===== config.mk =====
export PLATFORM = sky130hd
export DESIGN_NAME = three_wire_rtc_time_transfer
export DESIGN_NICKNAME = d
export VERILOG_FILES = /design/src/design/rtt_pkg.sv /design/src/design/rtt_front.sv /design/src/design/rtt_back.sv /design/src/design/three_wire_rtc_time_transfer.sv
export SDC_FILE = /design/constraint.sdc
export NUM_CORES = 1
export LEC_CHECK = 0
export BUFFER_PORTS_ARGS = -buffer_cell sky130_fd_sc_hd__buf_2
export CAP_MARGIN = 20
export CORE_MARGIN = 2
export CORE_UTILIZATION = 30
export DETAILED_ROUTE_END_ITERATION = 16
export GPL_TIMING_DRIVEN = 1
export HOLD_SLACK_MARGIN = 0.15
export PLACE_DENSITY = 0.52
export SYNTH_ARGS = -nofsm -noshare
export SYNTH_HDL_FRONTEND = slang
export SYNTH_SLANG_ARGS = --single-unit

===== constraint.sdc =====
create_clock -name clk -period 5.1 [get_ports clk]
set_clock_uncertainty 0.15 [all_clocks]
set_input_delay 1.02 -clock clk [delete_from_list [all_inputs] [get_ports clk]]
set_output_delay 1.02 -clock clk [all_outputs]
set_load 0.02 [all_outputs]

===== src/design/rtt_pkg.sv =====
// ----------------------------------------------------------------------------
// rtt_pkg: shared types and helpers for the three-wire clock-chip master.
// Holds the request and mode codes, the queue geometry, the item structs
// passed between the front and back parts, and the BCD conversion helpers.
// ----------------------------------------------------------------------------
package rtt_pkg;

  localparam int unsigned QDEPTH  = 2;
  localparam int unsigned QPTR_W  = (QDEPTH > 1) ? $clog2(QDEPTH) : 1;
  localparam int unsigned QCNT_W  = $clog2(QDEPTH + 1);

  localparam int unsigned WR_BITS_W = 44;
  localparam int unsigned SHIFT_W   = 52;

  localparam logic [5:0] READ_BITS  = 6'd52;
  localparam logic [5:0] WRITE_BITS = 6'd44;

  // Request codes as they arrive on the input channel.
  typedef enum logic [1:0] {
    REQ_TICK  = 2'd0,
    REQ_READ  = 2'd1,
    REQ_WRITE = 2'd2
  } req_kind_t;

  typedef enum logic [1:0] {
    MODE_IDLE  = 2'd0,
    MODE_READ  = 2'd1,
    MODE_WRITE = 2'd2
  } mode_t;

  // One classified item waiting for the sequencer.
  typedef struct packed {
    req_kind_t             kind;
    logic [WR_BITS_W-1:0]  wr_bits;
    logic                  data_in;
  } cmd_t;

  // One result item.
  typedef struct packed {
    logic       chip_enable;
    logic       io_mode;
    logic       serial_clock;
    logic       data_out;
    logic       done_res;
    logic [7:0] got_year;
    logic [7:0] got_month;
    logic [7:0] got_day;
    logic [3:0] got_weekday;
    logic [7:0] got_hour;
    logic [7:0] got_minute;
    logic [7:0] got_second;
  } res_t;

  // Binary to BCD byte for a 7-bit value. The quotient by ten comes from a
  // multiply by 205/2048, which is exact over the whole 7-bit range.
  function automatic logic [7:0] to_bcd(input logic [6:0] v);
    logic [14:0] prod;
    logic [3:0]  q;
    logic [6:0]  r;
    prod = {8'd0, v} * 15'd205;
    q    = prod[14:11];
    r    = v - 7'({q, 3'b000} + {2'b00, q, 1'b0});
    return {q, r[3:0]};
  endfunction

  // Units digit of a 4-bit value, the only nibble the weekday keeps.
  function automatic logic [3:0] nibble_units(input logic [3:0] v);
    return (v >= 4'd10) ? 4'(v - 4'd10) : v;
  endfunction

  // Tens times ten plus units, with no check on the digits.
  function automatic logic [7:0] from_bcd(input logic [7:0] b);
    return {1'b0, b[7:4], 3'b000} + {3'b000, b[7:4], 1'b0} + {4'b0000, b[3:0]};
  endfunction

endpackage


===== src/design/rtt_front.sv =====
// ----------------------------------------------------------------------------
// rtt_front: input side of the clock-chip master.
// Accepts items, classifies the request code, packs the BCD write word and
// holds classified items in a short queue for the sequencer.
// ----------------------------------------------------------------------------
module rtt_front (
  input  logic              clk,
  input  logic              rst_n,
  input  logic              in_push,
  output logic              in_full,
  input  logic [1:0]        in_req_type,
  input  logic [6:0]        in_set_year,
  input  logic [6:0]        in_set_month,
  input  logic [6:0]        in_set_day,
  input  logic [3:0]        in_set_weekday,
  input  logic [6:0]        in_set_hour,
  input  logic [6:0]        in_set_minute,
  input  logic              in_data_in,
  output rtt_pkg::cmd_t     cmd,
  output logic              cmd_valid,
  input  logic              cmd_pop
);

  rtt_pkg::cmd_t                 q_mem_r [rtt_pkg::QDEPTH];
  logic [rtt_pkg::QPTR_W-1:0]    wr_ptr_r, wr_ptr_nxt;
  logic [rtt_pkg::QPTR_W-1:0]    rd_ptr_r, rd_ptr_nxt;
  logic [rtt_pkg::QCNT_W-1:0]    cnt_r, cnt_nxt;
  logic                          push_ok;
  logic                          pop_ok;
  rtt_pkg::cmd_t                 new_cmd;

  // Classification: code three is treated as a plain tick.
  always_comb begin
    new_cmd.data_in = in_data_in;
    new_cmd.wr_bits = {rtt_pkg::to_bcd(in_set_minute),
                       rtt_pkg::to_bcd(in_set_hour),
                       rtt_pkg::nibble_units(in_set_weekday),
                       rtt_pkg::to_bcd(in_set_day),
                       rtt_pkg::to_bcd(in_set_month),
                       rtt_pkg::to_bcd(in_set_year)};
    unique case (in_req_type)
      rtt_pkg::REQ_READ:  new_cmd.kind = rtt_pkg::REQ_READ;
      rtt_pkg::REQ_WRITE: new_cmd.kind = rtt_pkg::REQ_WRITE;
      default:            new_cmd.kind = rtt_pkg::REQ_TICK;
    endcase
  end

  assign in_full   = (cnt_r == rtt_pkg::QCNT_W'(rtt_pkg::QDEPTH));
  assign cmd_valid = (cnt_r != '0);
  assign push_ok   = in_push && !in_full;
  assign pop_ok    = cmd_pop && cmd_valid;
  assign cmd       = q_mem_r[rd_ptr_r];

  always_comb begin
    wr_ptr_nxt = wr_ptr_r;
    rd_ptr_nxt = rd_ptr_r;
    cnt_nxt    = cnt_r;
    if (push_ok) begin
      wr_ptr_nxt = (wr_ptr_r == rtt_pkg::QPTR_W'(rtt_pkg::QDEPTH - 1)) ? '0
                   : wr_ptr_r + 1'b1;
    end
    if (pop_ok) begin
      rd_ptr_nxt = (rd_ptr_r == rtt_pkg::QPTR_W'(rtt_pkg::QDEPTH - 1)) ? '0
                   : rd_ptr_r + 1'b1;
    end
    if (push_ok && !pop_ok) begin
      cnt_nxt = cnt_r + 1'b1;
    end else if (pop_ok && !push_ok) begin
      cnt_nxt = cnt_r - 1'b1;
    end
  end

  always_ff @(posedge clk) begin
    if (!rst_n) begin
      wr_ptr_r <= '0;
      rd_ptr_r <= '0;
      cnt_r    <= '0;
    end else begin
      wr_ptr_r <= wr_ptr_nxt;
      rd_ptr_r <= rd_ptr_nxt;
      cnt_r    <= cnt_nxt;
    end
  end

  always_ff @(posedge clk) begin
    if (push_ok) begin
      q_mem_r[wr_ptr_r] <= new_cmd;
    end
  end

endmodule


===== src/design/rtt_back.sv =====
// ----------------------------------------------------------------------------
// rtt_back: transfer sequencer of the clock-chip master.
// Steps the serial transfer once per classified item, drives the pin levels,
// decodes read data on the finishing tick and queues one result per item.
// ----------------------------------------------------------------------------
module rtt_back (
  input  logic              clk,
  input  logic              rst_n,
  input  rtt_pkg::cmd_t     cmd,
  input  logic              cmd_valid,
  output logic              cmd_pop,
  output logic              out_empty,
  input  logic              out_pop,
  output rtt_pkg::res_t     res
);

  rtt_pkg::mode_t                 mode_r, mode_nxt;
  logic [5:0]                     cnt_r, cnt_nxt;
  logic                           phase_r, phase_nxt;
  logic [rtt_pkg::SHIFT_W-1:0]    shift_r, shift_nxt;
  logic                           ce_r, ce_nxt;
  logic                           io_r, io_nxt;
  logic                           dat_r, dat_nxt;
  logic                           sclk_r, sclk_nxt;

  rtt_pkg::res_t                  rq_mem_r [rtt_pkg::QDEPTH];
  logic [rtt_pkg::QPTR_W-1:0]     wr_ptr_r, wr_ptr_nxt;
  logic [rtt_pkg::QPTR_W-1:0]     rd_ptr_r, rd_ptr_nxt;
  logic [rtt_pkg::QCNT_W-1:0]     rcnt_r, rcnt_nxt;

  logic                           step;
  logic                           rd_ok;
  logic                           res_space;
  logic                           finish;
  logic                           done;
  logic                           got;
  rtt_pkg::res_t                  new_res;

  assign out_empty = (rcnt_r == '0);
  assign rd_ok     = out_pop && !out_empty;
  assign res_space = (rcnt_r != rtt_pkg::QCNT_W'(rtt_pkg::QDEPTH)) || rd_ok;
  assign step      = cmd_valid && res_space;
  assign cmd_pop   = step;
  assign res       = rq_mem_r[rd_ptr_r];

  always_comb begin
    unique case (mode_r)
      rtt_pkg::MODE_READ:  finish = (cnt_r >= rtt_pkg::READ_BITS);
      rtt_pkg::MODE_WRITE: finish = (cnt_r >= rtt_pkg::WRITE_BITS);
      default:             finish = 1'b0;
    endcase
  end

  // Next mode.
  always_comb begin
    mode_nxt = mode_r;
    if (step) begin
      unique case (mode_r)
        rtt_pkg::MODE_IDLE: begin
          if (cmd.kind == rtt_pkg::REQ_READ) begin
            mode_nxt = rtt_pkg::MODE_READ;
          end else if (cmd.kind == rtt_pkg::REQ_WRITE) begin
            mode_nxt = rtt_pkg::MODE_WRITE;
          end
        end
        rtt_pkg::MODE_READ, rtt_pkg::MODE_WRITE: begin
          if (finish) begin
            mode_nxt = rtt_pkg::MODE_IDLE;
          end
        end
        default: mode_nxt = rtt_pkg::MODE_IDLE;
      endcase
    end
  end

  // Datapath and pin levels for this tick.
  always_comb begin
    cnt_nxt   = cnt_r;
    phase_nxt = phase_r;
    shift_nxt = shift_r;
    ce_nxt    = ce_r;
    io_nxt    = io_r;
    dat_nxt   = dat_r;
    sclk_nxt  = sclk_r;
    done      = 1'b0;
    got       = 1'b0;
    if (step) begin
      unique case (mode_r)
        rtt_pkg::MODE_IDLE: begin
          if (cmd.kind == rtt_pkg::REQ_READ) begin
            cnt_nxt   = '0;
            phase_nxt = 1'b0;
            shift_nxt = '0;
            ce_nxt    = 1'b1;
            io_nxt    = 1'b0;
            dat_nxt   = 1'b0;
            sclk_nxt  = 1'b0;
          end else if (cmd.kind == rtt_pkg::REQ_WRITE) begin
            cnt_nxt   = '0;
            phase_nxt = 1'b0;
            shift_nxt = {{(rtt_pkg::SHIFT_W - rtt_pkg::WR_BITS_W){1'b0}}, cmd.wr_bits};
            ce_nxt    = 1'b1;
            io_nxt    = 1'b1;
            sclk_nxt  = 1'b0;
          end
        end
        rtt_pkg::MODE_READ: begin
          if (finish) begin
            ce_nxt    = 1'b0;
            sclk_nxt  = 1'b0;
            done      = 1'b1;
            got       = 1'b1;
            cnt_nxt   = '0;
            phase_nxt = 1'b0;
          end else if (!phase_r) begin
            sclk_nxt = 1'b1;
            if (cmd.data_in) begin
              shift_nxt[cnt_r] = 1'b1;
            end
            phase_nxt = 1'b1;
          end else begin
            sclk_nxt  = 1'b0;
            cnt_nxt   = cnt_r + 6'd1;
            phase_nxt = 1'b0;
          end
        end
        rtt_pkg::MODE_WRITE: begin
          if (finish) begin
            ce_nxt    = 1'b0;
            sclk_nxt  = 1'b0;
            done      = 1'b1;
            cnt_nxt   = '0;
            phase_nxt = 1'b0;
          end else if (!phase_r) begin
            sclk_nxt  = 1'b0;
            dat_nxt   = shift_r[cnt_r];
            phase_nxt = 1'b1;
          end else begin
            sclk_nxt  = 1'b1;
            cnt_nxt   = cnt_r + 6'd1;
            phase_nxt = 1'b0;
          end
        end
        default: begin
          cnt_nxt   = '0;
          phase_nxt = 1'b0;
        end
      endcase
    end
  end

  // Result item for this tick; decoded fields are zero unless a read ends.
  always_comb begin
    new_res              = '0;
    new_res.chip_enable  = ce_nxt;
    new_res.io_mode      = io_nxt;
    new_res.serial_clock = sclk_nxt;
    new_res.data_out     = dat_nxt;
    new_res.done_res     = done;
    if (got) begin
      new_res.got_year    = rtt_pkg::from_bcd(shift_r[7:0]);
      new_res.got_month   = rtt_pkg::from_bcd(shift_r[15:8]);
      new_res.got_day     = rtt_pkg::from_bcd(shift_r[23:16]);
      new_res.got_weekday = shift_r[27:24];
      new_res.got_hour    = rtt_pkg::from_bcd(shift_r[35:28]);
      new_res.got_minute  = rtt_pkg::from_bcd(shift_r[43:36]);
      new_res.got_second  = rtt_pkg::from_bcd(shift_r[51:44]);
    end
  end

  always_comb begin
    wr_ptr_nxt = wr_ptr_r;
    rd_ptr_nxt = rd_ptr_r;
    rcnt_nxt   = rcnt_r;
    if (step) begin
      wr_ptr_nxt = (wr_ptr_r == rtt_pkg::QPTR_W'(rtt_pkg::QDEPTH - 1)) ? '0
                   : wr_ptr_r + 1'b1;
    end
    if (rd_ok) begin
      rd_ptr_nxt = (rd_ptr_r == rtt_pkg::QPTR_W'(rtt_pkg::QDEPTH - 1)) ? '0
                   : rd_ptr_r + 1'b1;
    end
    if (step && !rd_ok) begin
      rcnt_nxt = rcnt_r + 1'b1;
    end else if (rd_ok && !step) begin
      rcnt_nxt = rcnt_r - 1'b1;
    end
  end

  always_ff @(posedge clk) begin
    if (!rst_n) begin
      mode_r   <= rtt_pkg::MODE_IDLE;
      cnt_r    <= '0;
      phase_r  <= 1'b0;
      ce_r     <= 1'b0;
      io_r     <= 1'b0;
      dat_r    <= 1'b0;
      sclk_r   <= 1'b0;
      wr_ptr_r <= '0;
      rd_ptr_r <= '0;
      rcnt_r   <= '0;
    end else begin
      mode_r   <= mode_nxt;
      cnt_r    <= cnt_nxt;
      phase_r  <= phase_nxt;
      ce_r     <= ce_nxt;
      io_r     <= io_nxt;
      dat_r    <= dat_nxt;
      sclk_r   <= sclk_nxt;
      wr_ptr_r <= wr_ptr_nxt;
      rd_ptr_r <= rd_ptr_nxt;
      rcnt_r   <= rcnt_nxt;
    end
  end

  always_ff @(posedge clk) begin
    shift_r <= shift_nxt;
    if (step) begin
      rq_mem_r[wr_ptr_r] <= new_res;
    end
  end

endmodule


===== src/design/three_wire_rtc_time_transfer.sv =====
// ----------------------------------------------------------------------------
// three_wire_rtc_time_transfer: serial master for a three-wire clock chip.
// Each input item is one tick; each tick yields one result item with the
// pin levels and, at the end of a read, the decoded time fields.
// ----------------------------------------------------------------------------
// Usage:
// The input channel is a queue: an item is taken at a clock edge where
// in_push is high and in_full is low. Each item carries a request code
// (tick, start read, start write), the binary time fields for a write and
// the level sampled on the chip's data pin. The result channel is a queue
// as well: while out_empty is low the oldest result item is on the out_
// ports, and out_pop takes it.
// Every accepted item gives exactly one result item. The result of an item
// is visible once it has passed both queues: the item waits in the
// classification queue until the sequencer takes it, and the sequencer then
// writes its result into the result queue. One item per cycle is sustained
// while the result queue has room; that figure is set by the sequencer, which
// advances the transfer by one tick for each item it takes.
// A write takes 1 + 88 + 1 ticks, a read 1 + 104 + 1 ticks.
// When the receiver stalls, the result queue fills, the sequencer holds and
// the input queue fills behind it; nothing is dropped. Synchronous reset
// empties both queues, returns the sequencer to idle and sets its pin levels low.
// ----------------------------------------------------------------------------
module three_wire_rtc_time_transfer (
  input  logic       clk,
  input  logic       rst_n,
  input  logic       in_push,
  output logic       in_full,
  input  logic [1:0] in_req_type,
  input  logic [6:0] in_set_year,
  input  logic [6:0] in_set_month,
  input  logic [6:0] in_set_day,
  input  logic [3:0] in_set_weekday,
  input  logic [6:0] in_set_hour,
  input  logic [6:0] in_set_minute,
  input  logic       in_data_in,
  output logic       out_empty,
  input  logic       out_pop,
  output logic       out_chip_enable,
  output logic       out_io_mode,
  output logic       out_serial_clock,
  output logic       out_data_out,
  output logic       out_done_res,
  output logic [7:0] out_got_year,
  output logic [7:0] out_got_month,
  output logic [7:0] out_got_day,
  output logic [3:0] out_got_weekday,
  output logic [7:0] out_got_hour,
  output logic [7:0] out_got_minute,
  output logic [7:0] out_got_second
);

  rtt_pkg::cmd_t cmd;
  logic          cmd_valid;
  logic          cmd_pop;
  rtt_pkg::res_t res;

  // The front classifies requests and packs the BCD write word, so the
  // sequencer only ever sees ready-made commands.
  rtt_front u_front (
    .clk            (clk),
    .rst_n          (rst_n),
    .in_push        (in_push),
    .in_full        (in_full),
    .in_req_type    (in_req_type),
    .in_set_year    (in_set_year),
    .in_set_month   (in_set_month),
    .in_set_day     (in_set_day),
    .in_set_weekday (in_set_weekday),
    .in_set_hour    (in_set_hour),
    .in_set_minute  (in_set_minute),
    .in_data_in     (in_data_in),
    .cmd            (cmd),
    .cmd_valid      (cmd_valid),
    .cmd_pop        (cmd_pop)
  );

  // The back runs the transfer and owns the result queue.
  rtt_back u_back (
    .clk       (clk),
    .rst_n     (rst_n),
    .cmd       (cmd),
    .cmd_valid (cmd_valid),
    .cmd_pop   (cmd_pop),
    .out_empty (out_empty),
    .out_pop   (out_pop),
    .res       (res)
  );

  assign out_chip_enable  = res.chip_enable;
  assign out_io_mode      = res.io_mode;
  assign out_serial_clock = res.serial_clock;
  assign out_data_out     = res.data_out;
  assign out_done_res     = res.done_res;
  assign out_got_year     = res.got_year;
  assign out_got_month    = res.got_month;
  assign out_got_day      = res.got_day;
  assign out_got_weekday  = res.got_weekday;
  assign out_got_hour     = res.got_hour;
  assign out_got_minute   = res.got_minute;
  assign out_got_second   = res.got_second;

endmodule


**After elaboration in Yosys (flattened, before gate mapping)**

Memory sizes are Yosys's and may differ from the RTL's. A register that Yosys moved wholly into a read port is not among the register bits.
Index checks and enable logic that the tools add are counted.

- Flip-flop bits (word level): 73
- Memory bits (writable): 208
- Input bits: 46
- Output and inout port bits: 59
- Word-level logic and storage cells: 169
- Memories kept: 2

- $add $sub $neg: 32
- Multiply operators: 5
- $lt $le $gt $ge: 5
- Equal/unequal tests: 14
- Multiplexer cells: 69
- Bitwise logic cells: 1
- Reduce and logical (&&, ||, !) cells: 27

Memories:

| memory | words | width | rd ports | clocked after memory_dff | wr ports | RTL line | text |
|---|---|---|---|---|---|---|---|
| u_back.rq_mem_r | 2 | 57 | 1 | 1 | 1 | rtt_back.sv:26 | `rtt_pkg::res_t rq_mem_r [rtt_pkg::QDEPTH];` |
| u_front.q_mem_r | 2 | 47 | 1 | 1 | 1 | rtt_front.sv:24 | `rtt_pkg::cmd_t q_mem_r [rtt_pkg::QDEPTH];` |

Operator list:

| kind | count |
|---|---|
| $mux W52 | 6 |
| $pmux W52 S2 | 1 |
| $mul A7 B8 Y15 const B | 5 |
| $or A52 B52 Y52 | 1 |
| $add A7 B5 Y8 | 6 |
| $add A8 B4 Y8 | 6 |
| $mux W1 | 40 |
| $mux W6 | 4 |
| $add A4 B4 Y4 | 5 |
| $sub A4 B4 Y4 | 5 |
| $mux W2 | 7 |
| $ge A6 B6 Y1 const B | 2 |
| $pmux W6 S2 | 1 |
| $logic_and A1 B1 Y1 | 9 |
| $eq A2 B2 Y1 const B | 4 |
| $ne A2 B2 Y1 const B | 4 |
| $pmux W1 S2 | 4 |
| $pmux W2 S2 | 2 |
| $reduce_bool A2 Y1 | 4 |
| $lt A6 B7 Y1 const B | 1 |
| $add A6 B1 Y6 const B | 1 |
| $bmux W1 S6 | 1 |
| $demux W1 S6 | 1 |
| $eq A2 B1 Y1 const B | 3 |
| 17 further kinds | 30 |

**Depth between registers and ports, before layout**

Gate-level depths: netlist of the first run.

- Word-level depth: 9
- Gate-level depth with buffers: 18
- Depth with buffers taken out: 18

**Cells and area by module**

A second synthesis of the first run with hierarchy kept.

- Cell total of the unflattened synthesis: 1460
- Area total of the unflattened synthesis: 18083.6 µm²

By module, submodules not included:

| module | instances | cells each | area an instance (µm²) | sequential area each (µm²) |
|---|---|---|---|---|
| rtt_back | 1 | 799 | 9839.4 | 5345.1 |
| rtt_front | 1 | 661 | 8244.2 | 2922.8 |

**Least setup slack after synthesis of the first run**

OpenSTA, ideal clock, no wires.

- Kind: input-to-reg
- From: input in_set_day[4]
- To: memory u_front.q_mem_r[0][20] in the netlist's numbering, data pin
- Setup time: 267 ps
- Arrival time: 5102 ps
- Required time: 4683 ps
- Slack: -420 ps
- Stages on the path: 18
- Buffers on the path: 0
- Cells stage by stage: ha_1 -> ha_1 -> fa_1 -> inv_1 -> fa_1 -> inv_1 -> ha_1 -> a21oi_1 -> a211oi_1 -> o41a_1 -> xor2_1 -> ha_1 -> nor3b_1 -> a2111oi_0 -> mux2_2 -> a211oi_1 -> xnor2_1 -> xnor2_1

RTL lines:

| what | RTL line | text |
|---|---|---|
| start, declared | three_wire_rtc_time_transfer.sv:32 | `input logic [6:0] in_set_day,` |
| end, declared | rtt_front.sv:24 |  |

==> results.py, run 1 <==
metrics = {
    "setup_path": {
        "critPathMaxStageDelay_ns": 0.50,
        "crit_type": "primary input to flip-flop",
        "cp_data_required_time_ns": 5.24,
        "crit_fanout": 3,
        "cp-start-kind": "primary input",
        "cp_slowest_cell": "fa_1",
        "cp_cell_sequence": "buf_8 > ha_4 > fa_1 > ha_1 > inv_2 > fa_1 > inv_1 > ha_2 > a21o_1 > a21o_1 > o41a_1 > xor2_2 > ha_1 > nor3b_4 > nor3b_2 > mux2_4 > a211oi_2 > xnor2_1 > xnor2_1",
        "endpoint_kind": "flip-flop",
        "regToRegSetupSlack_ns": 1.75,
        "cp.arrival_ns": 5.24,
    },
    "sta": {
        "rsz0062_at_grt": "yes",
        "fmax_mhz": 196,
        "finalSetupViolCount": 2,
        "fin_ws_ns": -0.00191,
        "period_needed_ns": 5.10,
        "timing.final.crit_share_pct": 100,
        "finalHoldViolCount": 0,
        "max_slew_margin_pct": 35.8,
        "drv_slew": 0,
        "worst_pin_slew_ns": 0.960,
    },
    "drt": {
        "routed.top_layer": "met5",
        "drt-vias-per-instance": 4.65,
        "drc": 0,
        "vias": 11227,
        "initialDrtViolationCount": 559,
        "wire_per_inst_microns": 15.6,
        "route.met3.wl_microns": 1490,
        "met2_length_microns": 17200,
        "ant_nets": 0,
        "routed_wl_microns": 37700,
        "firstDrtPassIters": 5,
        "met1_length_microns": 18300,
    },
    "clock_network": {
        "tritoncts": "built",
        "root_buffer": "clkbuf_16",
        "clkSlewWorstSetupHoldPaths_ns": 0.06,
        "clk_path_buf_depth": 3,
        "cts_sinks": 283,
        "numCtsBuffers": 29,
        "clock_latency_ns": 0.55,
        "htree_num_levels": 1,
    },
    "placed_design": {
        "place_ws_ns": -0.578,
        "dpl_cell_area_sq_um": 19800,
        "globalplace.congestion": 0.844,
        "dpl.hpwl_microns": 28400,
        "port-buffer-count": 104,
    },
    "grt": {
        "grt_pass1_vias": 11345,
        "grt_max_degree": 102,
        "grt_pass1_wl_microns": 61100,
        "antenna_found_initial": 4,
        "grt_usage_pct": 12.3,
        "grt_remaining_overflow": 0,
    },
    "power_and_ir_drop": {
        "powerDensity_nw_per_um2": 517,
        "intPower_mw": 6.86,
        "clkPwrFrac_pct": 19.6,
        "p_comb_share_pct": 43.2,
        "p_switching_mw": 3.91,
        "seq_power_share_pct": 37.2,
        "swShare_pct": 36.3,
        "p_leak_nw": 8.76,
        "ir_drop_mv": 0.297,
    },
    "synthesis": {
        "postSynthCellCount": 1461,
        "avgSynthCellArea_sq_um": 12.2,
        "synth_edf_count": 260,
        "synthArstFlopShare_pct": 0,
        "yosysWarnings": 0,
        "synth_fp_nets": 1800,
        "synth_area_sq_um": 17900,
        "synth_top_flop_cell": "edfxtp_1",
        "synthDistinctLibCells": 59,
        "synth_seq_area_share_pct": 46.2,
        "synth-seq-cells": 283,
    },
    "die": {
        "row_count": 89,
        "die_w_microns": 248,
        "initial_core_util_pct": 30.3,
        "die_h_microns": 248,
        "core_area_sq_um": 59000,
        "die_area_sq_um": 61600,
        "io_pins": 105,
    },
    "worst_hold_path": {
        "min_path_type": "flip-flop to flip-flop",
    },
    "run": {
        "max_cap_viol_count": 0,
    },
    "status": {
        "violations": "negative setup slack",
        "status": "finished, violations left",
    },
    "layout": {
        "nets": 1956,
        "final_layout_size_suffix_gt1_share_pct": 19.8,
        "syn_to_final_growth_pct": 16.5,
        "final_util_pct": 35.3,
        "final_area_sq_um": 20800,
    },
}
-- power by group through the flow --
| stage | combinational [mW] | sequential [mW] | clock, mW |
|---|---|---|---|
| 3_3_place_gp | 4.60 | 4.03 | 0 |
| 3_5_place_dp | 4.67 | 4.06 | 0 |
| 4_1_cts | 4.71 | 4.02 | 2.18 |
| 2_1_floorplan | 3.40 | 3.89 | 0 |
| 5_1_grt | 5.29 | 4.09 | 2.26 |
| 6_report | 4.65 | 4.01 | 2.12 |
-- repair_timing --
item / in CTS / in global routing
gates resized for setup: 0 / 14
endpoints found under the hold margin: 0 / 0
setup endpoints to repair: 0 / 2
hold buffers: 0 / 0
buffers inserted: 0 / 6
-- cell families (layout without fill, tap and decap cells) --
group,after synthesis,in the layout,share of synthesized area (%)
flip-flops,283,283,46.2
XOR/XNOR,71,71,3.78
other,0,3,0
AND/OR/NAND/NOR,268,268,7.19
buffers and inverters,197,375,4.33
AO/OA/AOI/OAI,224,224,7.95
multiplexers,125,125,7.85
adder cells (fa/ha/maj),293,293,22.7
-- final timing paths --
| check | startpoint | endpoint | cells after the start |
|---|---|---|---|
| setup / recovery | in_set_day[4] | u_front.q_mem_r[1][20]$_DFFE_PP_ | 19 |
| hold / removal | u_back.ce_r$_SDFF_PN0_ | u_back.ce_r$_SDFF_PN0_ | 2 |
| setup reg to reg | u_back.cnt_r[2]$_SDFFE_PN0P_ | u_back.rq_mem_r[1][41]$_DFFE_PP_ | 7 |
| hold reg to reg | u_back.ce_r$_SDFF_PN0_ | u_back.ce_r$_SDFF_PN0_ | 2 |
-- cell usage in the layout (no fill, tap or decap), types with 3 or more instances in the layout --
cell / count
nand2_1: 32
nand4_1: 7
buf_4: 78
nand2b_1: 4
ha_4: 8
dfxtp_1: 21
fa_1: 52
clkbuf_1: 7
nor2b_1: 17
ha_1: 232
a211oi_1: 5
diode_2: 3
bufinv_16: 4
nor2_1: 121
a21oi_1: 51
mux4_2: 6
a221o_1: 3
or3_1: 7
xnor2_1: 31
nand3_1: 17
nor3_1: 13
mux2_2: 62
mux2i_1: 56
buf_2: 101
a21o_1: 19
clkbuf_16: 29
nand3b_1: 3
o31ai_1: 46
or2_2: 5
xnor3_1: 4
edfxtp_1: 260
o21a_1: 11
inv_2: 3
inv_1: 136
and3_1: 26
xor2_1: 35
clkinv_1: 8
clkinv_2: 5
a211o_1: 3
o21ai_0: 64
-- through the flow --
step	power, mW	std cells	TNS [ns]	hold WS, ns
final	10.8	2415	-0.00381	0.329
after global routing	11.6	2413	-0.279	0.372
after CTS	10.9	2406	0	0.333
after detailed placement	8.72	2353	-2.10	0.325
after global placement	8.63	2353	-1.29	0.319
after floorplan	7.30	1461	-0.399	0.301
-- critical path, delay by kind of cell --
| family | cells | cell delay, ns |
|---|---|---|
| and+or+nand+nor | 2 | 0.35 |
| xor gates and xnor gates | 3 | 0.44 |
| adders and majority gates | 6 | 1.93 |
| buffers and inverters | 3 | 0.19 |
| AOI/OAI and AO/OA | 4 | 1.04 |
| muxes | 1 | 0.27 |
-- registers in the layout (all words and copies together) (netlist names), 2 cells and up, named ones only --
name	count
u_back.rq_mem_r	114
u_back.cnt_r	6
u_front.q_mem_r	94
u_back.shift_r	52
u_front.cnt_r	2
u_back.mode_r	2
u_back.rcnt_r	2
-- metal layers --
layer | GRT usage, % | vias up
li1 | - | 5602
met1 | 17.4 | 5376
met2 | 19.9 | 194
met3 | 1.68 | 53
met4 | 3.13 | 2
met5 | 0 | -
-- area by class of cell --
cell class / instances / area (sq um)
diodes: 3 / 7.51
well taps: 773 / 967
inverters: 141 / 529
flip-flops and latches: 283 / 8270
multi-input cells: 981 / 9010
clock buffers: 37 / 766
fillers: 5807 / 38200
clock inverters: 16 / 176
repair buffers: 181 / 1120
-- cells in the mapped netlist, types with 32 or more instances --
library cell    n  area [sq um]
fa_1           52          1040
nand2_1        32           120
a21oi_1        52           260
ha_1          241          3020
o21ai_0        64           320
o31ai_1        46           345
inv_1         139           522
edfxtp_1      260          7810
clkbuf_1       36           135
mux2_2         63           709
mux2i_1        56           561
nor2_1        123           462
xor2_1         36           315
(Power assumes the default switching activity.)
==> inputs of run 2 (changes only) <==
--- a/config.mk
+++ b/config.mk
@@ -6,7 +6,7 @@
 export NUM_CORES = 1
 export LEC_CHECK = 0
 export BUFFER_PORTS_ARGS = -buffer_cell sky130_fd_sc_hd__buf_2
-export CAP_MARGIN = 20
+export CAP_MARGIN = 25
 export CORE_MARGIN = 2
 export CORE_UTILIZATION = 30
 export DETAILED_ROUTE_END_ITERATION = 16
@@ -15,4 +15,5 @@
 export PLACE_DENSITY = 0.52
 export SYNTH_ARGS = -nofsm -noshare
 export SYNTH_HDL_FRONTEND = slang
+export SYNTH_HIERARCHICAL = 1
 export SYNTH_SLANG_ARGS = --single-unit
==> run 2 against run 1 <==
The flow now finishes without violations. Clock-buffer cell count grew 1. Sequential power grew 1%. Critical path depth shrank 2. Wire length grew 1.0%. First-iteration DRC count grew 2.5%. Die area grew 1.1%. Synthesized cell count is essentially flat. Power grew 7.2%. Via count shrank 0.31%. Cell area grew 0.20%. Largest cell class unchanged.
==> results.py, run 2 <==
metrics = {
    "drt": {
        "initialDrtViolationCount": 573,
        "routed_wl_microns": 38100,
        "vias": 11192,
        "wire_per_inst_microns": 15.8,
        "drt-vias-per-instance": 4.65,
        "drc": 0,
        "ant_nets": 0,
        "firstDrtPassIters": 5,
    },
    "clock_network": {
        "ctsResizeCount": 0,
        "cts_setup_buffers": 0,
        "postCtsHoldBufs": 0,
        "clkSlewWorstSetupHoldPaths_ns": 0.06,
        "root_buffer": "clkbuf_16",
        "cts_sinks": 283,
        "htree_num_levels": 1,
        "numCtsBuffers": 31,
        "clock_latency_ns": 0.57,
        "tritoncts": "built",
        "clk_path_buf_depth": 3,
    },
    "sta": {
        "drv_slew": 0,
        "worst_pin_slew_ns": 0.861,
        "finalSetupViolCount": 0,
        "timing.hold.ws_ns": 0.357,
        "timing.final.crit_share_pct": 93.9,
        "period_needed_ns": 4.79,
        "fmax_mhz": 209,
        "finalHoldViolCount": 0,
        "max_slew_margin_pct": 42.5,
        "rsz0062_at_grt": "no",
        "tns_ns": 0,
        "fin_ws_ns": 0.309,
    },
    "placed_design": {
        "dpl.hpwl_microns": 28600,
        "place_ws_ns": -0.268,
        "port-buffer-count": 104,
        "placed_cells": 2348,
        "globalplace.congestion": 0.855,
        "dpl_cell_area_sq_um": 19800,
    },
    "setup_path": {
        "rr_worst_depth": 8,
        "crit_fanout": 3,
        "crit_type": "primary input to flip-flop",
        "cp.arrival_ns": 4.95,
        "endpoint_kind": "flip-flop",
        "cp_data_required_time_ns": 5.25,
        "cp-start-kind": "primary input",
    },
    "synthesis": {
        "postSynthCellCount": 1460,
        "synth_seq_area_share_pct": 45.7,
        "synth_compound_area_share_pct": 7.62,
        "synth_edf_count": 260,
        "synthDistinctLibCells": 76,
        "synthArstFlopShare_pct": 0,
        "synth_fp_nets": 1800,
        "synth_top_family_by_area": "adder cells",
        "synth_xor_area_share_pct": 3.47,
        "synth_top_flop_cell": "edfxtp_1",
        "yosysMostFrequentCell": "edfxtp_1",
        "synth_fa_ha_area_share_pct": 22.5,
        "avgSynthCellArea_sq_um": 12.4,
        "synth-seq-cells": 283,
        "synthMuxAreaShare_pct": 8.07,
        "synth.top_cell.area_share_pct": 43.2,
        "synth_area_sq_um": 18100,
        "synth_top_cell_by_area": "edfxtp_1",
        "yosysWarnings": 6,
        "synth_commonest_cells": "edfxtp_1, ha_1, inv_1, mux2_2, nand2_1",
        "synth_simple_gate_area_share_pct": 8.23,
        "synth_area_leaders": "edfxtp_1, ha_1, mux2_2",
    },
    "power_and_ir_drop": {
        "intPower_mw": 7.32,
        "clkPwrFrac_pct": 19.9,
        "totalPowerFinal_mw": 11.6,
        "p_switching_mw": 4.24,
        "ir_drop_mv": 0.293,
        "seq_power_share_pct": 35.2,
        "p_comb_share_pct": 44.9,
        "powerDensity_nw_per_um2": 553,
        "p_leak_nw": 9.01,
        "swShare_pct": 36.7,
    },
    "grt": {
        "grt_pass1_wl_microns": 62300,
        "grt.met1_usage_pct": 17.4,
        "antenna_found_initial": 2,
        "met3_usage_pct": 1.52,
        "grt_max_degree": 87,
        "grt_pass1_vias": 11531,
        "grtUsageMet2_pct": 19.9,
        "grt_usage_pct": 12.4,
        "grt_remaining_overflow": 0,
        "top_usage_layer": "met2",
    },
    "layout": {
        "layout.cells.most_common_list": "edfxtp_1, ha_1, inv_1",
        "final_area_sq_um": 20900,
        "nets": 1948,
        "final_util_pct": 35.2,
        "diodes": 0,
        "largestRegisters": "u_back/rq_mem_r: 114 flops, u_front/q_mem_r: 94 flops, u_back/shift_r: 52 flops",
        "layout_commonest_cell": "edfxtp_1",
        "top_register": "u_back/rq_mem_r",
        "instances_no_fill": 2405,
        "final_layout_size_suffix_gt1_share_pct": 22.1,
        "syn_to_final_growth_pct": 15.5,
        "largest_reg_flops": 114,
    },
    "die": {
        "io_pins": 105,
        "row_count": 89,
        "initial_core_util_pct": 30.5,
        "die_h_microns": 250,
        "die_area_sq_um": 62300,
        "core_area_sq_um": 59400,
        "die_w_microns": 250,
    },
    "run": {
        "max_cap_viol_count": 0,
    },
    "worst_hold_path": {
        "min_path_type": "flip-flop to flip-flop",
        "holdPathStages": 2,
    },
    "status": {
        "status": "completed",
    },
}
[run 2: power groups by stage]
| stage | Clock, mW | Sequential [mW] | Combinational [mW] |
|---|---|---|---|
| 3_5_place_dp | 0 | 4.11 | 5.25 |
| 2_1_floorplan | 0 | 3.92 | 3.85 |
| 4_1_cts | 2.37 | 4.07 | 5.29 |
| 6_report | 2.30 | 4.06 | 5.19 |
| 3_3_place_gp | 0 | 4.09 | 5.18 |
| 5_1_grt | 2.47 | 4.15 | 5.89 |
[run 2: cells by family after synthesis]
| family | Yosys count |
|---|---|
| simple gates | 300 |
| fa+ha+maj | 294 |
| flops | 283 |
| compound gates | 203 |
| buf+inv | 196 |
| mux | 121 |
| xor+xnor | 63 |
[run 2: worst max-delay path, cell delays in order]
cell      delay, ns
buf_2          0.12
ha_1           0.29
ha_1           0.30
fa_1           0.50
inv_1          0.05
fa_1           0.50
inv_1          0.05
ha_1           0.29
a21oi_1        0.18
a211oi_2       0.07
o21a_1         0.21
o21a_1         0.18
nor2_1         0.12
xnor2_1        0.17
ha_1           0.30
a211oi_2       0.23
xnor3_1        0.36
[run 2: routing by layer]
metal,share of wire (%),wire length [microns]
met5,0.058,22
met3,4.0,1510
met2,46,17300
met4,2.3,892
met1,48,18300
[run 2: final timing paths]
| path | startpoint | endpoint | slack [ns] |
|---|---|---|---|
| setup / recovery | in_set_month[4] | u_front/q_mem_r[0][12]$_DFFE_PP_ | 0.31 |
| hold / removal | u_back/rd_ptr_r$_SDFFE_PN0P_ | flip-flop | 0.36 |
| setup reg to reg | u_back/mode_r[0]$_SDFFE_PN0P_ | u_back/shift_r[34]$_DFFE_PP_ | 1.88 |
| hold reg to reg | u_back/rd_ptr_r$_SDFFE_PN0P_ | flip-flop | 0.36 |
[run 2: cell type report]
cell class | count | area (sq um)
Clock inverter | 19 | 235
Clock buffer | 38 | 822
Inverter | 146 | 551
Fill cell | 5795 | 38500
Timing Repair Buffer | 165 | 978
Tap cell | 773 | 967
Sequential cell | 283 | 8270
Multi-Input combinational cell | 981 | 9070
==> inputs of run 3 (changes only) <==
--- a/config.mk
+++ b/config.mk
@@ -15,5 +15,4 @@
 export PLACE_DENSITY = 0.52
 export SYNTH_ARGS = -nofsm -noshare
 export SYNTH_HDL_FRONTEND = slang
-export SYNTH_HIERARCHICAL = 1
 export SYNTH_SLANG_ARGS = --single-unit
==> run 3 against run 2 <==
Clock power shrank 8%. The flow now finishes with violations (negative setup slack). Flip-flop and latch count is the same. First-iteration DRC count shrank 3.5%. Cell area is essentially flat.
==> results.py, run 3 (synthesis gave the netlist of run 1 again) <==
metrics = {
    "status": {
        "status": "finished, violations left",
        "violations": "negative setup slack",
    },
    "setup_path": {
        "endpoint_kind": "flip-flop",
        "critPathMaxStageDelay_ns": 0.50,
        "crit_fanout": 3,
        "cp-start-kind": "primary input",
        "regToRegSetupSlack_ns": 2.09,
        "rr_worst_depth": 7,
        "r2r-start": "u_back.cnt_r[2]$_SDFFE_PN0P_",
        "crit_type": "primary input to flip-flop",
        "r2r_end": "u_back.shift_r[33]$_DFFE_PP_",
        "cp.arrival_ns": 5.24,
        "crit_family": "adder cells",
        "cp_slowest_cell": "fa_1",
        "cp_cell_sequence": "buf_8 > ha_4 > fa_1 > ha_1 > inv_2 > fa_1 > inv_1 > ha_2 > a21o_1 > a21o_1 > o41a_1 > xor2_2 > ha_1 > nor3b_4 > nor3b_2 > mux2_4 > a211oi_2 > xnor2_1 > xnor2_1",
        "cp_data_required_time_ns": 5.24,
        "critical_path_buf_inv_count": 3,
    },
    "worst_hold_path": {
        "hp-start": "u_back.ce_r$_SDFF_PN0_",
        "holdPathStages": 2,
        "hold_end": "u_back.ce_r$_SDFF_PN0_",
        "min_path_type": "flip-flop to flip-flop",
    },
    "layout": {
        "final_area_sq_um": 20900,
        "nets": 1957,
        "regArea_sq_um": 8270,
        "layout_commonest_cell": "edfxtp_1",
        "syn_to_final_growth_pct": 16.7,
        "layout.cells.most_common_list": "edfxtp_1, ha_1, inv_1",
        "final_util_pct": 35.4,
        "top_register": "u_back.rq_mem_r",
        "largest_reg_flops": 114,
        "multi_input_area_sq_um": 9010,
        "final_layout_size_suffix_gt1_share_pct": 19.9,
        "instances_no_fill": 2416,
        "largestRegisters": "u_back.rq_mem_r: 114 flops, u_front.q_mem_r: 94 flops, u_back.shift_r: 52 flops",
        "nFillCells": 5804,
    },
    "sta": {
        "drv_slew": 0,
        "finalHoldViolCount": 0,
        "rsz0062_at_grt": "yes",
        "fin_ws_ns": -0.000764,
        "max_slew_margin_pct": 38.9,
        "finalSetupViolCount": 2,
        "timing.hold.ws_ns": 0.330,
        "timing.final.crit_share_pct": 100,
        "worst_pin_slew_ns": 0.916,
        "fmax_mhz": 196,
        "period_needed_ns": 5.10,
    },
    "grt": {
        "grt_pass1_wl_microns": 61100,
        "grt_pass1_vias": 11345,
        "grt_max_degree": 102,
        "grt_remaining_overflow": 0,
        "antenna_found_initial": 4,
        "grt_usage_pct": 12.3,
    },
    "clock_network": {
        "root_buffer": "clkbuf_16",
        "postCtsHoldBufs": 0,
        "htree_num_levels": 1,
        "tritoncts": "built",
        "clk_path_buf_depth": 3,
        "cts_sinks": 283,
        "clkSlewWorstSetupHoldPaths_ns": 0.06,
        "numCtsBuffers": 29,
        "clock_latency_ns": 0.56,
    },
    "power_and_ir_drop": {
        "ir_drop_mv": 0.299,
        "totalPowerFinal_mw": 10.8,
        "p_leak_nw": 8.78,
        "powerDensity_nw_per_um2": 517,
    },
    "die": {
        "die_w_microns": 248,
        "die_area_sq_um": 61600,
        "io_pins": 105,
        "row_count": 89,
        "initial_core_util_pct": 30.3,
        "die_h_microns": 248,
        "core_area_sq_um": 59000,
    },
    "drt": {
        "wire_per_inst_microns": 15.6,
        "routed_wl_microns": 37700,
        "initialDrtViolationCount": 553,
        "drc": 0,
        "vias": 11274,
        "drt-vias-per-instance": 4.67,
        "firstDrtPassIters": 7,
        "ant_nets": 0,
    },
    "run": {
        "max_cap_viol_count": 0,
    },
    "placed_design": {
        "dpl.hpwl_microns": 28400,
        "port-buffer-count": 104,
        "globalplace.congestion": 0.844,
        "dpl_cell_area_sq_um": 19800,
        "placed_cells": 2353,
    },
}
==> run 3: cell count changes in the layout (fill, tap and decap cells not counted), sizes merged, moves of 8 or more <==
cell	previous run	this run
nand2	87	32
mux2i	4	56
mux2	108	63
nor2	80	123
o31ai	6	46
a22o	25	2
o21ai	45	64
buf	165	182
xor2	24	36
and2	12	4
==> run 3: timing repair <==
action                                  4_1_cts  5_1_grt
setup buffers                                 0        6
endpoints found under the setup margin        0        2
resized for setup                             0       14
==> run 3: through the flow <==
step	setup TNS, ns	setup WS [ns]
2_1_floorplan	-0.399	-0.199
3_3_place_gp	-1.29	-0.428
3_5_place_dp	-2.10	-0.578
4_1_cts	0	0.00694
5_1_grt	-0.279	-0.139
6_report	-0.00152	-0.000764
==> run 3: how the worst max path moves through the flow <==
stage	from	end	slack [ns]	depth (start not counted)
global route	in_set_day[4]	u_front.q_mem_r[0][20]$_DFFE_PP_	-0.14	19
global placement	in_set_day[5]	u_front.q_mem_r[1][20]$_DFFE_PP_	-0.43	19
CTS	in_set_day[5]	u_front.q_mem_r[1][20]$_DFFE_PP_	0.007	19
finish	in_set_day[4]	u_front.q_mem_r[1][20]$_DFFE_PP_	-0.0008	19
detailed placement	in_set_day[2]	u_front.q_mem_r[0][20]$_DFFE_PP_	-0.58	19
floorplan	in_set_day[5]	u_front.q_mem_r[0][20]$_DFFE_PP_	-0.20	18
==> run 3: routing by layer <==
layer / vias to the layer above / wire length (microns) / global-route usage (%)
li1: 5606 / - / -
met1: 5408 / 18200 / 17.4
met2: 201 / 17200 / 19.9
met3: 57 / 1570 / 1.68
met4: 2 / 769 / 3.13
met5: - / 8 / 0
==> run 3: power breakdown <==
group	internal, mW	switching [mW]	total, mW
clock	1.26	0.864	2.12
combinational	2.01	2.65	4.66
sequential	3.60	0.406	4.01
total	6.87	3.92	10.8
==> run 3: layout make-up <==
type | count | area share, %
Clock inverter | 16 | 0.845
Sequential cell | 283 | 39.6
Clock buffer | 37 | 3.67
Multi-Input combinational cell | 981 | 43.2
Antenna cell | 3 | 0.0360
Inverter | 141 | 2.54
Timing Repair Buffer | 182 | 5.48
Tap cell | 773 | 4.63
==> run 3: worst min-delay path: stages (launching register included) <==
cell and delay, ns:
dfxtp_1 0.30, nand2_1 0.07, a21oi_1 0.06
